## src/sv/rfrp_pkg.sv

```systemverilog
`default_nettype none
package rfrp_pkg;

    localparam int EPC_BYTES   = 12;
    localparam int MAX_TAGS    = 8;
    localparam int FRAME_BYTES = 64;

    localparam int MAX_PARAM   = FRAME_BYTES - 7;
    localparam int PRM_KEEP    = EPC_BYTES + 3;
    localparam int STORE_DEPTH = MAX_TAGS * EPC_BYTES;
    localparam int STORE_AW    = $clog2(STORE_DEPTH);
    localparam int SLOT_W      = $clog2(MAX_TAGS);
    localparam int CNT_W       = $clog2(MAX_TAGS + 1);
    localparam int LEN_W       = $clog2(MAX_PARAM + 1);
    localparam int KEEP_W      = $clog2(PRM_KEEP);
    localparam int EPC_W       = $clog2(EPC_BYTES);
    localparam int ELEN_W      = $clog2(EPC_BYTES + 1);
    localparam int SUM_W       = 15;

    localparam logic [7:0] HDR_BYTE    = 8'hBB;
    localparam logic [7:0] END_BYTE    = 8'h7E;
    localparam logic [7:0] TYPE_INFO   = 8'h01;
    localparam logic [7:0] TYPE_TAG    = 8'h02;
    localparam logic [7:0] CMD_INV     = 8'h22;
    localparam logic [7:0] CMD_GET_PWR = 8'hB7;
    localparam logic [7:0] CMD_SET_PWR = 8'hB6;
    localparam logic [7:0] CMD_NO_TAG  = 8'hFF;
    localparam int         TAG_HDR_LEN = 5;

    localparam logic [16:0] DIV100_MUL   = 17'd83887;
    localparam int          DIV100_SHIFT = 23;
    localparam logic [7:0]  TMO_RESET    = 8'd3;

    localparam logic [2:0] OP_RX    = 3'd0;
    localparam logic [2:0] OP_TICK  = 3'd1;
    localparam logic [2:0] OP_START = 3'd2;
    localparam logic [2:0] OP_CHECK = 3'd3;
    localparam logic [2:0] OP_READ  = 3'd4;

    localparam logic [3:0] EV_NONE     = 4'd0;
    localparam logic [3:0] EV_CSUM     = 4'd1;
    localparam logic [3:0] EV_FRAMING  = 4'd2;
    localparam logic [3:0] EV_NO_TAG   = 4'd3;
    localparam logic [3:0] EV_POWER    = 4'd4;
    localparam logic [3:0] EV_SET_STAT = 4'd5;
    localparam logic [3:0] EV_STORED   = 4'd6;
    localparam logic [3:0] EV_FULL     = 4'd7;
    localparam logic [3:0] EV_EPC_LONG = 4'd8;
    localparam logic [3:0] EV_UNK_TYPE = 4'd9;
    localparam logic [3:0] EV_IGNORED  = 4'd10;
    localparam logic [3:0] EV_TIMEOUT  = 4'd11;

    typedef struct packed {
        logic [2:0] operation;
        logic [7:0] rx_byte;
        logic [2:0] slot;
        logic [3:0] byte_index;
    } t_in;

    typedef struct packed {
        logic [3:0]  event_res;
        logic [9:0]  tx_power;
        logic [7:0]  status_byte;
        logic [7:0]  rssi;
        logic [15:0] tag_pc;
        logic [3:0]  tag_count;
        logic        changed;
        logic [7:0]  read_byte;
    } t_out;

    typedef enum logic [2:0] {
        PS_HEADER, PS_TYPE, PS_CMD, PS_LENH, PS_LENL, PS_PARAM, PS_CSUM, PS_END
    } t_pstate;

    typedef enum logic [2:0] {
        CS_IDLE, CS_EXEC, CS_COPY, CS_READ, CS_DONE
    } t_cstate;

    typedef struct packed {
        logic capture;
        logic exec;
        logic copy;
        logic read_done;
    } t_cmd;

    typedef struct packed {
        logic need_copy;
        logic need_read;
        logic copy_last;
    } t_sts;

endpackage
`default_nettype wire

```

## src/sv/rfid_reader_frame_parser.sv

```systemverilog
// Reader reply deframer with a tag store. One transaction is taken at a time; after
// acceptance it passes through the execute state and, where needed, a copy or read state
// before its result is offered. A tag record that is stored passes through the copy state,
// where its twelve EPC bytes are written into the store memory one byte per cycle, and a
// read of a stored byte passes through the read state for the registered memory read. The
// next transaction is accepted in the cycle after the result is taken.
`default_nettype none
module rfid_reader_frame_parser
    import rfrp_pkg::*;
(
    input  wire logic       i_clk,
    input  wire logic       i_rst_n,
    input  wire logic       i_cfg_we,
    input  wire logic [7:0] i_cfg_wdata,
    input  wire logic       i_in_valid,
    output logic            o_in_stall,
    input  wire t_in        i_in,
    output logic            o_out_valid,
    input  wire logic       i_out_stall,
    output t_out            o_out
);

    t_cmd                w_cmd;
    t_sts                w_sts;
    logic                w_ram_we;
    logic [STORE_AW-1:0] w_ram_waddr;
    logic [7:0]          w_ram_wdata;
    logic [STORE_AW-1:0] w_ram_raddr;
    logic [7:0]          w_ram_rdata;

    rfrp_ctrl u_ctrl (
        .i_clk       (i_clk),
        .i_rst_n     (i_rst_n),
        .i_in_valid  (i_in_valid),
        .o_in_stall  (o_in_stall),
        .o_out_valid (o_out_valid),
        .i_out_stall (i_out_stall),
        .i_sts       (w_sts),
        .o_cmd       (w_cmd)
    );

    rfrp_datapath u_dp (
        .i_clk       (i_clk),
        .i_rst_n     (i_rst_n),
        .i_in        (i_in),
        .i_cmd       (w_cmd),
        .i_cfg_we    (i_cfg_we),
        .i_cfg_wdata (i_cfg_wdata),
        .o_sts       (w_sts),
        .o_out       (o_out),
        .o_ram_we    (w_ram_we),
        .o_ram_waddr (w_ram_waddr),
        .o_ram_wdata (w_ram_wdata),
        .o_ram_raddr (w_ram_raddr),
        .i_ram_rdata (w_ram_rdata)
    );

    rfrp_ram #(
        .WIDTH (8),
        .DEPTH (STORE_DEPTH)
    ) u_store (
        .i_clk   (i_clk),
        .i_we    (w_ram_we),
        .i_waddr (w_ram_waddr),
        .i_wdata (w_ram_wdata),
        .i_raddr (w_ram_raddr),
        .o_rdata (w_ram_rdata)
    );

endmodule
`default_nettype wire

```

## src/sv/rfrp_ram.sv

```systemverilog
`default_nettype none
module rfrp_ram #(
    parameter int WIDTH = 8,
    parameter int DEPTH = 96
) (
    input  wire logic                     i_clk,
    input  wire logic                     i_we,
    input  wire logic [$clog2(DEPTH)-1:0] i_waddr,
    input  wire logic [WIDTH-1:0]         i_wdata,
    input  wire logic [$clog2(DEPTH)-1:0] i_raddr,
    output logic      [WIDTH-1:0]         o_rdata
);

    logic [WIDTH-1:0] r_mem [DEPTH];

    always_ff @(posedge i_clk) begin
        if (i_we) begin
            r_mem[i_waddr] <= i_wdata;
        end
        o_rdata <= r_mem[i_raddr];
    end

endmodule
`default_nettype wire

```

## src/sv/rfrp_ctrl.sv

```systemverilog
`default_nettype none
module rfrp_ctrl
    import rfrp_pkg::*;
(
    input  wire logic i_clk,
    input  wire logic i_rst_n,
    input  wire logic i_in_valid,
    output logic      o_in_stall,
    output logic      o_out_valid,
    input  wire logic i_out_stall,
    input  wire t_sts i_sts,
    output t_cmd      o_cmd
);

    t_cstate r_state;
    t_cstate n_state;

    always_ff @(posedge i_clk) begin
        if (!i_rst_n) begin
            r_state <= CS_IDLE;
        end else begin
            r_state <= n_state;
        end
    end

    always_comb begin
        n_state     = r_state;
        o_cmd       = '0;
        o_in_stall  = 1'b1;
        o_out_valid = 1'b0;
        case (r_state)
            CS_IDLE: begin
                o_in_stall = 1'b0;
                if (i_in_valid) begin
                    o_cmd.capture = 1'b1;
                    n_state       = CS_EXEC;
                end
            end
            CS_EXEC: begin
                o_cmd.exec = 1'b1;
                if (i_sts.need_copy) begin
                    n_state = CS_COPY;
                end else if (i_sts.need_read) begin
                    n_state = CS_READ;
                end else begin
                    n_state = CS_DONE;
                end
            end
            CS_COPY: begin
                o_cmd.copy = 1'b1;
                if (i_sts.copy_last) begin
                    n_state = CS_DONE;
                end
            end
            CS_READ: begin
                o_cmd.read_done = 1'b1;
                n_state         = CS_DONE;
            end
            CS_DONE: begin
                o_out_valid = 1'b1;
                if (!i_out_stall) begin
                    n_state = CS_IDLE;
                end
            end
            default: begin
                n_state = CS_IDLE;
            end
        endcase
    end

endmodule
`default_nettype wire

```

## src/sv/rfrp_datapath.sv

```systemverilog
`default_nettype none
module rfrp_datapath
    import rfrp_pkg::*;
(
    input  wire logic                i_clk,
    input  wire logic                i_rst_n,
    input  wire t_in                 i_in,
    input  wire t_cmd                i_cmd,
    input  wire logic                i_cfg_we,
    input  wire logic [7:0]          i_cfg_wdata,
    output t_sts                     o_sts,
    output t_out                     o_out,
    output logic                     o_ram_we,
    output logic [STORE_AW-1:0]      o_ram_waddr,
    output logic [7:0]               o_ram_wdata,
    output logic [STORE_AW-1:0]      o_ram_raddr,
    input  wire logic [7:0]          i_ram_rdata
);

    t_in                r_in,    n_in;
    t_out               r_out,   n_out;
    t_pstate            r_pstate, n_pstate;
    logic [7:0]         r_lenh,  n_lenh;
    logic [LEN_W-1:0]   r_len,   n_len;
    logic [LEN_W-1:0]   r_pcnt,  n_pcnt;
    logic [7:0]         r_csum,  n_csum;
    logic               r_csok,  n_csok;
    logic [7:0]         r_type,  n_type;
    logic [7:0]         r_cmd,   n_cmd;
    logic [7:0]         r_prm [PRM_KEEP];
    logic [7:0]         n_prm [PRM_KEEP];
    logic [7:0]         r_tmo,   n_tmo;
    logic [7:0]         r_reload;
    logic [CNT_W-1:0]   r_count, n_count;
    logic [MAX_TAGS-1:0] r_rowv, n_rowv;
    logic [SUM_W-1:0]   r_run,   n_run;
    logic [SUM_W-1:0]   r_last,  n_last;
    logic [EPC_W-1:0]   r_k,     n_k;
    logic [ELEN_W-1:0]  r_elen,  n_elen;
    logic [SLOT_W-1:0]  r_wslot, n_wslot;
    logic               r_rd_ok, n_rd_ok;

    logic [32:0]        w_prod;
    logic [7:0]         w_cbyte;
    logic               w_store;
    logic               w_tag_ok;

    assign w_prod = 33'({r_prm[0], r_prm[1]}) * 33'(DIV100_MUL);

    assign w_tag_ok = (int'(r_len) >= TAG_HDR_LEN) &&
                      (int'(r_len) - TAG_HDR_LEN <= EPC_BYTES);

    assign w_store = (r_in.operation == OP_RX) && (r_pstate == PS_END) &&
                     (r_in.rx_byte == END_BYTE) && r_csok &&
                     (r_type == TYPE_TAG) && (r_cmd == CMD_INV) && w_tag_ok &&
                     (int'(r_count) < MAX_TAGS);

    assign w_cbyte = (ELEN_W'(r_k) < r_elen) ?
                     r_prm[KEEP_W'(r_k) + KEEP_W'(3)] : 8'd0;

    assign o_sts.need_copy = w_store;
    assign o_sts.need_read = (r_in.operation == OP_READ);
    assign o_sts.copy_last = (int'(r_k) == EPC_BYTES - 1);

    assign o_ram_we    = i_cmd.copy;
    assign o_ram_waddr = STORE_AW'(r_wslot) * STORE_AW'(EPC_BYTES) + STORE_AW'(r_k);
    assign o_ram_wdata = w_cbyte;
    assign o_ram_raddr = STORE_AW'(r_in.slot) * STORE_AW'(EPC_BYTES) +
                         STORE_AW'(r_in.byte_index);

    assign o_out = r_out;

    always_comb begin
        logic [15:0] v_pl;
        logic [LEN_W-1:0] v_pcnt;
        n_in     = r_in;
        n_out    = r_out;
        n_pstate = r_pstate;
        n_lenh   = r_lenh;
        n_len    = r_len;
        n_pcnt   = r_pcnt;
        n_csum   = r_csum;
        n_csok   = r_csok;
        n_type   = r_type;
        n_cmd    = r_cmd;
        n_prm    = r_prm;
        n_tmo    = r_tmo;
        n_count  = r_count;
        n_rowv   = r_rowv;
        n_run    = r_run;
        n_last   = r_last;
        n_k      = r_k;
        n_elen   = r_elen;
        n_wslot  = r_wslot;
        n_rd_ok  = r_rd_ok;
        v_pl     = {r_lenh, r_in.rx_byte};
        v_pcnt   = r_pcnt + LEN_W'(1);

        if (i_cmd.capture) begin
            n_in = i_in;
        end

        if (i_cmd.exec) begin
            n_out = '0;
            case (r_in.operation)
                OP_RX: begin
                    case (r_pstate)
                        PS_HEADER: begin
                            if (r_in.rx_byte == HDR_BYTE) begin
                                n_pcnt   = '0;
                                n_csum   = '0;
                                n_pstate = PS_TYPE;
                            end
                        end
                        PS_TYPE: begin
                            n_type   = r_in.rx_byte;
                            n_csum   = r_csum + r_in.rx_byte;
                            n_pstate = PS_CMD;
                        end
                        PS_CMD: begin
                            n_cmd    = r_in.rx_byte;
                            n_csum   = r_csum + r_in.rx_byte;
                            n_pstate = PS_LENH;
                        end
                        PS_LENH: begin
                            n_lenh   = r_in.rx_byte;
                            n_csum   = r_csum + r_in.rx_byte;
                            n_pstate = PS_LENL;
                        end
                        PS_LENL: begin
                            n_csum = r_csum + r_in.rx_byte;
                            if (v_pl == 16'd0 || int'(v_pl) > MAX_PARAM) begin
                                n_pstate        = PS_HEADER;
                                n_out.event_res = EV_FRAMING;
                            end else begin
                                n_len    = LEN_W'(v_pl);
                                n_pstate = PS_PARAM;
                            end
                        end
                        PS_PARAM: begin
                            n_csum = r_csum + r_in.rx_byte;
                            if (int'(r_pcnt) < PRM_KEEP) begin
                                n_prm[KEEP_W'(r_pcnt)] = r_in.rx_byte;
                            end
                            n_pcnt = v_pcnt;
                            if (v_pcnt >= r_len) begin
                                n_pstate = PS_CSUM;
                            end
                        end
                        PS_CSUM: begin
                            n_csok   = (r_in.rx_byte == r_csum);
                            n_pstate = PS_END;
                        end
                        PS_END: begin
                            n_pstate = PS_HEADER;
                            if (r_in.rx_byte != END_BYTE) begin
                                n_out.event_res = EV_FRAMING;
                            end else if (!r_csok) begin
                                n_out.event_res = EV_CSUM;
                            end else begin
                                n_tmo = r_reload;
                                if (r_type == TYPE_INFO) begin
                                    if (r_cmd == CMD_NO_TAG && r_len == LEN_W'(1)) begin
                                        n_out.event_res   = EV_NO_TAG;
                                        n_out.status_byte = r_prm[0];
                                    end else if (r_cmd == CMD_GET_PWR &&
                                                 r_len == LEN_W'(2)) begin
                                        n_out.event_res = EV_POWER;
                                        n_out.tx_power  = w_prod[DIV100_SHIFT +: 10];
                                    end else if (r_cmd == CMD_SET_PWR &&
                                                 r_len == LEN_W'(1)) begin
                                        n_out.event_res   = EV_SET_STAT;
                                        n_out.status_byte = r_prm[0];
                                    end else begin
                                        n_out.event_res = EV_IGNORED;
                                    end
                                end else if (r_type == TYPE_TAG) begin
                                    if (r_cmd != CMD_INV) begin
                                        n_out.event_res = EV_IGNORED;
                                    end else if (!w_tag_ok) begin
                                        n_out.event_res = EV_EPC_LONG;
                                    end else begin
                                        n_out.rssi   = r_prm[0];
                                        n_out.tag_pc = {r_prm[1], r_prm[2]};
                                        if (w_store) begin
                                            n_out.event_res = EV_STORED;
                                            n_count = r_count + CNT_W'(1);
                                            n_elen  = ELEN_W'(r_len - LEN_W'(TAG_HDR_LEN));
                                            n_wslot = SLOT_W'(r_count);
                                            n_k     = '0;
                                        end else begin
                                            n_out.event_res = EV_FULL;
                                        end
                                    end
                                end else begin
                                    n_out.event_res = EV_UNK_TYPE;
                                end
                            end
                        end
                        default: begin
                            n_pstate = PS_HEADER;
                        end
                    endcase
                end
                OP_TICK: begin
                    if (r_tmo != 8'd0) begin
                        n_tmo = r_tmo - 8'd1;
                    end else begin
                        n_pstate        = PS_HEADER;
                        n_out.event_res = EV_TIMEOUT;
                    end
                end
                OP_START: begin
                    n_rowv  = '0;
                    n_count = '0;
                    n_run   = '0;
                end
                OP_CHECK: begin
                    n_out.changed = (r_run != r_last);
                    n_last        = r_run;
                end
                OP_READ: begin
                    n_rd_ok = (int'(r_in.byte_index) < EPC_BYTES) &&
                              (int'(r_in.slot) < MAX_TAGS) &&
                              r_rowv[SLOT_W'(r_in.slot)];
                end
                default: begin
                    n_out.event_res = EV_NONE;
                end
            endcase
            n_out.tag_count = 4'(n_count);
        end

        if (i_cmd.copy) begin
            n_run = r_run + SUM_W'(w_cbyte);
            n_k   = r_k + EPC_W'(1);
            if (int'(r_k) == EPC_BYTES - 1) begin
                n_rowv[r_wslot] = 1'b1;
            end
        end

        if (i_cmd.read_done) begin
            n_out.read_byte = r_rd_ok ? i_ram_rdata : 8'd0;
        end
    end

    always_ff @(posedge i_clk) begin
        if (!i_rst_n) begin
            r_pstate <= PS_HEADER;
            r_tmo    <= TMO_RESET;
            r_reload <= TMO_RESET;
            r_count  <= '0;
            r_rowv   <= '0;
            r_run    <= '0;
            r_last   <= '0;
        end else begin
            r_pstate <= n_pstate;
            r_tmo    <= n_tmo;
            r_count  <= n_count;
            r_rowv   <= n_rowv;
            r_run    <= n_run;
            r_last   <= n_last;
            if (i_cfg_we) begin
                r_reload <= i_cfg_wdata;
            end
        end
    end

    always_ff @(posedge i_clk) begin
        r_in    <= n_in;
        r_out   <= n_out;
        r_lenh  <= n_lenh;
        r_len   <= n_len;
        r_pcnt  <= n_pcnt;
        r_csum  <= n_csum;
        r_csok  <= n_csok;
        r_type  <= n_type;
        r_cmd   <= n_cmd;
        r_prm   <= n_prm;
        r_k     <= n_k;
        r_elen  <= n_elen;
        r_wslot <= n_wslot;
        r_rd_ok <= n_rd_ok;
    end

endmodule
`default_nettype wire

```

## config.mk

```make
export PLATFORM = sky130hd
export DESIGN_NAME = rfid_reader_frame_parser
export DESIGN_NICKNAME = d
export VERILOG_FILES = /design/src/sv/rfrp_pkg.sv /design/src/sv/rfid_reader_frame_parser.sv /design/src/sv/rfrp_ram.sv /design/src/sv/rfrp_ctrl.sv /design/src/sv/rfrp_datapath.sv
export SDC_FILE = /design/constraint.sdc
export NUM_CORES = 1
export LEC_CHECK = 0
export BUFFER_PORTS_ARGS = -buffer_cell sky130_fd_sc_hd__buf_4
export CAP_MARGIN = 20
export CELL_PAD_IN_SITES_DETAIL_PLACEMENT = 0
export CELL_PAD_IN_SITES_GLOBAL_PLACEMENT = 1
export CORE_AREA = 10 10 383 236
export CTS_BUF_LIST = sky130_fd_sc_hd__clkbuf_4 sky130_fd_sc_hd__clkbuf_8 sky130_fd_sc_hd__clkbuf_16
export DETAILED_ROUTE_END_ITERATION = 7
export DIE_AREA = 0 0 393 246
export MAX_ROUTING_LAYER = met4
export PLACE_DENSITY_LB_ADDON = 0.25
export REMOVE_ABC_BUFFERS = 1
export SLEW_MARGIN = 20
export SYNTH_ARGS = -nofsm -noshare
export SYNTH_HDL_FRONTEND = slang
export SYNTH_SLANG_ARGS = --single-unit
```

## constraint.sdc

```tcl
create_clock -name i_clk -period 19.1 [get_ports i_clk]
set_input_delay 4.775 -clock i_clk [delete_from_list [all_inputs] [get_ports i_clk]]
set_output_delay 4.775 -clock i_clk [all_outputs]
set_load 0.02 [all_outputs]
```

# Word-level counts from Yosys, hierarchy flattened
# Memories as Yosys holds them, arrays and structs flattened. A register that Yosys moved wholly into a read port is not among the register bits.
# Cells that the tools add are included.
# word_totals
out_inout_bits,61
ff_bits,318
mem_count,1
elab_cells,272
ramBits,768
# op_classes
n_bitwise,13
n_lt_le_gt_ge,14
eq_ne,44
muxes,88
reduce_logical,52
addsub,11
multipliers,3
# mem_list
memory,words,width,read_ports,rd_ports_with_merged_regs,write_ports,line_no,source
u_store.r_mem,96,8,1,1,1,rfrp_ram.sv:14,logic [WIDTH-1:0] r_mem [DEPTH];
# op_table
op,n
8-bit two-way mux,19
120-bit bitwise mux,1
4-bit two-way mux,29
15-bit two-way mux,3
16-bit by 17-bit multiplier with 33-bit output (second input constant),1
8-bit binary-select mux with 4-bit select,1
8-bit demux with 4-bit select,1
8-bit == test (second input constant),4
32-bit by 5-bit <= comparator with 1-bit output (second input constant),1
8-bit one-hot mux with 2 select lines,2
3-bit two-way mux,9
3-bit one-hot mux with 8 select lines,1
4-bit one-hot mux with 2 select lines,3
2-bit nonzero test,12
10-bit AND reduction,2
3-bit by 2-bit == test with 1-bit output (second input constant),6
3-bit == test (second input constant),6
16-bit by 6-bit > comparator with 1-bit output (second input constant),1
16-bit logical NOT,1
4-bit AND reduction,4
15-bit by 8-bit adder with 15-bit output,1
15-bit != test,1
3-bit one-hot mux with 5 select lines,1
3-bit AND reduction,5
52 further kinds,110

# Logic depth before layout (Yosys ltp)
# logic_depth
word_depth,19
mapped_depth,23

# Hierarchy
# Synthesis repeated with hierarchy kept, for this count alone.
# hier_totals
hier_cells,3015
area_unflattened_um2,49502.5
# by_module_without_submodules
mod,seq_area_each_um2,area_per_inst_um2,cells_per_inst,n_inst
rfrp_ram,23222.3,29998.8,1370,1
rfrp_datapath,8848.5,19278.5,1615,1
rfrp_ctrl,60.1,225.2,30,1

# Least setup slack after synthesis
# Ideal clock, no wire load.
# synth_timing
kind,flip-flop to flip-flop
startpoint,register u_dp.r_k[0]
endpoint,register u_dp.r_run[11]
slack_ns,12.161
t_required_ns,19.030
n_path_buf,4
period_less_slack_ns,6.939
stages_incl_launch_ff,19
arrival_ns,6.869
cell_sequence,edfxtp_1 > buf_2 > buf_1 > inv_1 > ha_1 > clkbuf_1 > clkbuf_1 > mux4_2 > mux2_2 > a21oi_1 > nor2b_1 > ha_1 > a21o_1 > a21o_1 > a2111oi_0 > nor3_1 > a41oi_1 > or3_1 > a21oi_1
# synth_between
elab_chain_cells,8
word_cells_on_any_way,9
cone_classes,2 x add/sub; 1 x order compare; 5 x mux; 1 x bitwise
# synth_rtl
element,line_no,source
start: declaration,rfrp_datapath.sv:38,"logic [EPC_W-1:0] r_k, n_k;"
start signal: assignment,rfrp_datapath.sv:280,r_k <= n_k;
4-bit by 2-bit adder with 4-bit output,rfrp_datapath.sv:59,r_prm[KEEP_W'(r_k) + KEEP_W'(3)] : 8'd0;
4-bit NOT with 5-bit output (implied by the code),rfrp_datapath.sv:59,
8-bit binary-select mux with 4-bit select,rfrp_datapath.sv:59,
8-bit two-way mux (implied by the code) (2 in a row),rfrp_datapath.sv:59,
8-bit two-way mux (*),rfrp_datapath.sv:58,assign w_cbyte = (ELEN_W'(r_k) < r_elen) ?
named net u_dp.o_ram_wdata[0],rfrp_datapath.sv:15,"output logic [7:0] o_ram_wdata,"
15-bit by 8-bit adder with 15-bit output (*),rfrp_datapath.sv:235,n_run = r_run + SUM_W'(w_cbyte);
15-bit two-way mux (*),rfrp_datapath.sv:234,if (i_cmd.copy) begin
end signal: assignment,rfrp_datapath.sv:261,r_run <= n_run;
end: declaration,rfrp_datapath.sv:36,"logic [SUM_W-1:0] r_run, n_run;"
# Mark *: on every way through the listed nets, which the timed path passes. The rest lies on a longest branch. The select of a mux whose other input is x is not followed.
# A chain may end at the register's enable or synchronous reset.

# Final worst setup path
# layout_timing
startpoint,register u_ctrl.r_state[2]
endpoint,output o_in_stall
# layout_between
elab_chain_cells,2
# layout_rtl
element,line_no,source
start: declaration,rfrp_ctrl.sv:15,t_cstate r_state;
start signal: assignment,rfrp_ctrl.sv:22,r_state <= n_state;
3-bit logical NOT,rfrp_ctrl.sv:31,case (r_state)
1-bit two-way mux,rfrp_ctrl.sv:31,
end: declaration,rfid_reader_frame_parser.sv:16,"output logic o_in_stall,"
# Every way passes these cells.

==> summary.txt <==
Chip width: 393 µm
Largest net degree at the start of global routing: 99
Crit-path slowest cell: or3_1
Vias/cell: 6.27
H-tree levels: 3
Overall power: 5010 µW
CP Max Fanout: 8
Tightest hold margin: 0.464 ns
Fmax: 153 MHz
Register area share after synthesis: 0.657
Lkg Pwr: 0.0189 µW
FF/Latch Area: 32,100 µm²
Antenna Nets Post-Route: 0
PwrDens: 92.7 nW/µm²
Top delay family on crit path: simple AND/OR/NAND/NOR gates
Vias in the first global route: 26,300
WL/cell: 27.5 µm
Cells after Synth: 2,846
Placer Congestion: 0.893
CTS tree: built
Starting density of the core: 0.588
Status: finished, final reports clean
Global-route usage over all layers: 0.247
Tcrit/Tclk final: 0.342
Hold Path Origin: u_dp.r_last[4]
# setup viols final: 0
Share of cells above drive strength 1: 0.204
Buffers plus inverters on the worst setup path: 1
Total vias in the final route: 26,000
I/O pins: 92
Final worst clock skew: 0.0283 ns
DRC viols: 0
Most used DFF post-synth: edfxtp_1
Post-CTS Hold Buffers: 0
Hold Violations, Final: 0
Type of element launching the critical path: flop
Layout Nets: 3,291
Syn Area/Cell: 17.2 µm²
Die Ht: 246 µm
Clock buffer depth: 3
Drt pass-1 iters: 7
Filler cells: 5,620
Setup Fix Bufs, Post-CTS: 0
Type of the most critical hold path: reg -> reg
Clk_lat worst skew: 0.71 ns
Setup TNS: 0 ns
Clock-pin transition on the worst setup and hold timing paths: 0.06 ns
# placed instances: 3,963
Fraction of registers with async set or reset after synthesis: 0
Synth warn: 0
Initial DRC Count: 2,823
#FFs+latches synth: 1,094
Peak VDD IR: 0.0958 mV
Post-CTS sizing: 0
Final Instance Area: 54,100 µm²
Total wire length: 114 mm
Critical Path Sink Type: primary output
Area delta synth->final: 10.6%
CTS Sinks: 1,094
Library cells used by synthesis: 77
Number of cell rows: 82
Fin cells: 4,147
Reg2reg start: u_dp.r_prm[108]
CP peak stage delay: 0.48 ns
Critical Path RT: 14.32 ns
Min cycle time layout: 6.54 ns
Grt total ovfl: 0
Global-route wire length before repair: 171 mm
Area of the multi-input gates: 15,600 µm²
Core area: 83,100 µm²
Die ar.: 96,700 µm²
Mapped Area: 48,900 µm²
Final Max Tran Viols: 0
Least-Margin Pin Slew: 1.15 ns
Final HPWL DP: 75.5 mm
Root Driver: clkbuf_16
Placement Cell Area: 50,800 µm²
IO buf count: 91
WP data arrival: 1.76 ns
Initial antenna violation count: 10
Total CTS buffers: 98
EDFF count, synth: 1,022
Crit path cell chain: or3_1 > buf_4
Critical path launch point: u_ctrl.r_state[2]
RSZ-0062 raised after global routing: false
Max cap viols: 0
Slew HR: 0.237
Crit Path Class: reg -> out
-- flip-flops by register name (all words and copies together), names as in the netlist, 4 cells and up --
register         cells
u_dp.o_out          59
u_dp.r_lenh          8
u_dp.r_count         4
u_store.o_rdata      8
u_dp.r_run          15
u_dp.r_len           6
u_dp.r_csum          8
u_dp.r_in           18
u_dp.r_type          8
u_dp.r_pcnt          6
u_dp.r_tmo           8
u_dp.r_k             4
u_dp.r_last         15
u_store.r_mem      768
u_dp.r_reload        8
u_dp.r_elen          4
u_dp.r_cmd           8
u_dp.r_prm         120
u_dp.r_rowv          8
-- cell usage after synthesis (7+ instances only) --
master    number  area share
a211oi_1       7      0.0011
a21o_1        11      0.0017
a21oi_1       74      0.0076
a22oi_1        9      0.0014
a31oi_1       10      0.0013
and2_1        40      0.0051
and3_1        12      0.0015
buf_1          7     0.00054
buf_2         30      0.0031
clkbuf_1      66      0.0051
dfxtp_1       72       0.029
edfxtp_1    1022        0.63
fa_1         103       0.042
ha_1         185       0.047
inv_1        212       0.016
mux2_2        13      0.0030
mux2i_1       32      0.0066
mux4_2       273        0.13
nand2_1      125      0.0096
nand2b_1      12      0.0015
nand3_1       31      0.0032
nand4_1       10      0.0013
nor2_1       201       0.015
nor2b_1       21      0.0027
nor3_1        36      0.0037
nor3b_1       10      0.0015
nor4_1        13      0.0017
o211ai_1      14      0.0022
o21ai_0       49      0.0050
o21ai_1        7     0.00072
or2_2          7     0.00090
or3_1         10      0.0013
xnor2_1       35      0.0063
xor2_1        20      0.0036
-- layout make-up --
cell class,instances,share of cell area
well taps,1092,0.0253
flip-flops and latches,1094,0.594
clock inverters,62,0.0103
clock buffers,118,0.0481
multi-input cells,1432,0.288
diodes,3,0.000139
inverters,213,0.0148
repair buffers,133,0.0189
-- logic make-up (layout without fill, tap and decap cells) --
logic type,Yosys count,in the layout,share of synthesized area
AOI/OAI and AO/OA,217,217,0.0275
xor gates and xnor gates,56,56,0.0102
adders and majority gates,288,288,0.0895
buffers and inverters,320,526,0.0259
DFF,1094,1094,0.657
muxes,318,318,0.135
other,0,3,0
and+or+nand+nor,553,553,0.0542
-- power breakdown --
part / switching (µW) / internal [µW] / total (µW)
Combinational: 241 / 174 / 415
Clock: 893 / 1050 / 1940
Sequential: 18.9 / 2630 / 2650
-- tightest hold or removal path, cell delays in order, from the launching register on --
cell	delay (ns)
dfxtp_1	0.31
nand2_1	0.05
a21oi_1	0.05
-- layer usage --
metal	vias up	wire, µm	track usage
met5	-	0	-
met4	0	1950	0.0480
met3	147	14600	0.0863
met2	1341	48000	0.329
met1	13300	49700	0.368
li1	11200	-	-
-- through the flow --
stage                     setup slack [ns]  utilization
final                                12.56        0.651
after global routing                 12.36        0.651
after CTS                            12.54        0.650
after detailed placement             12.67        0.612
after global placement               12.65        0.612
after floorplan                       9.89            -
-- worst paths after layout --
check        cells after the start              to  slack (ns)
min reg2reg                      2  u_dp.r_last[4]        0.46
max reg2reg                     19  u_dp.o_out[50]       12.65
min                              2  u_dp.r_last[4]        0.46
max                              2      o_in_stall       12.56
-- placed cells by master (no fill, tap or decap), drive strengths merged, types with 35 or more instances in the layout --
cell type and n:
mux4 273, nor2 202, xnor2 35, clkinv 51, inv 216, and2 41, nor3 36, clkbuf 118
a21oi 74, fa 103, nand2 126, ha 185, dfxtp 72, o21ai 56, edfxtp 1022, buf 133
No activity file was read; power rests on OpenSTA's default activity.
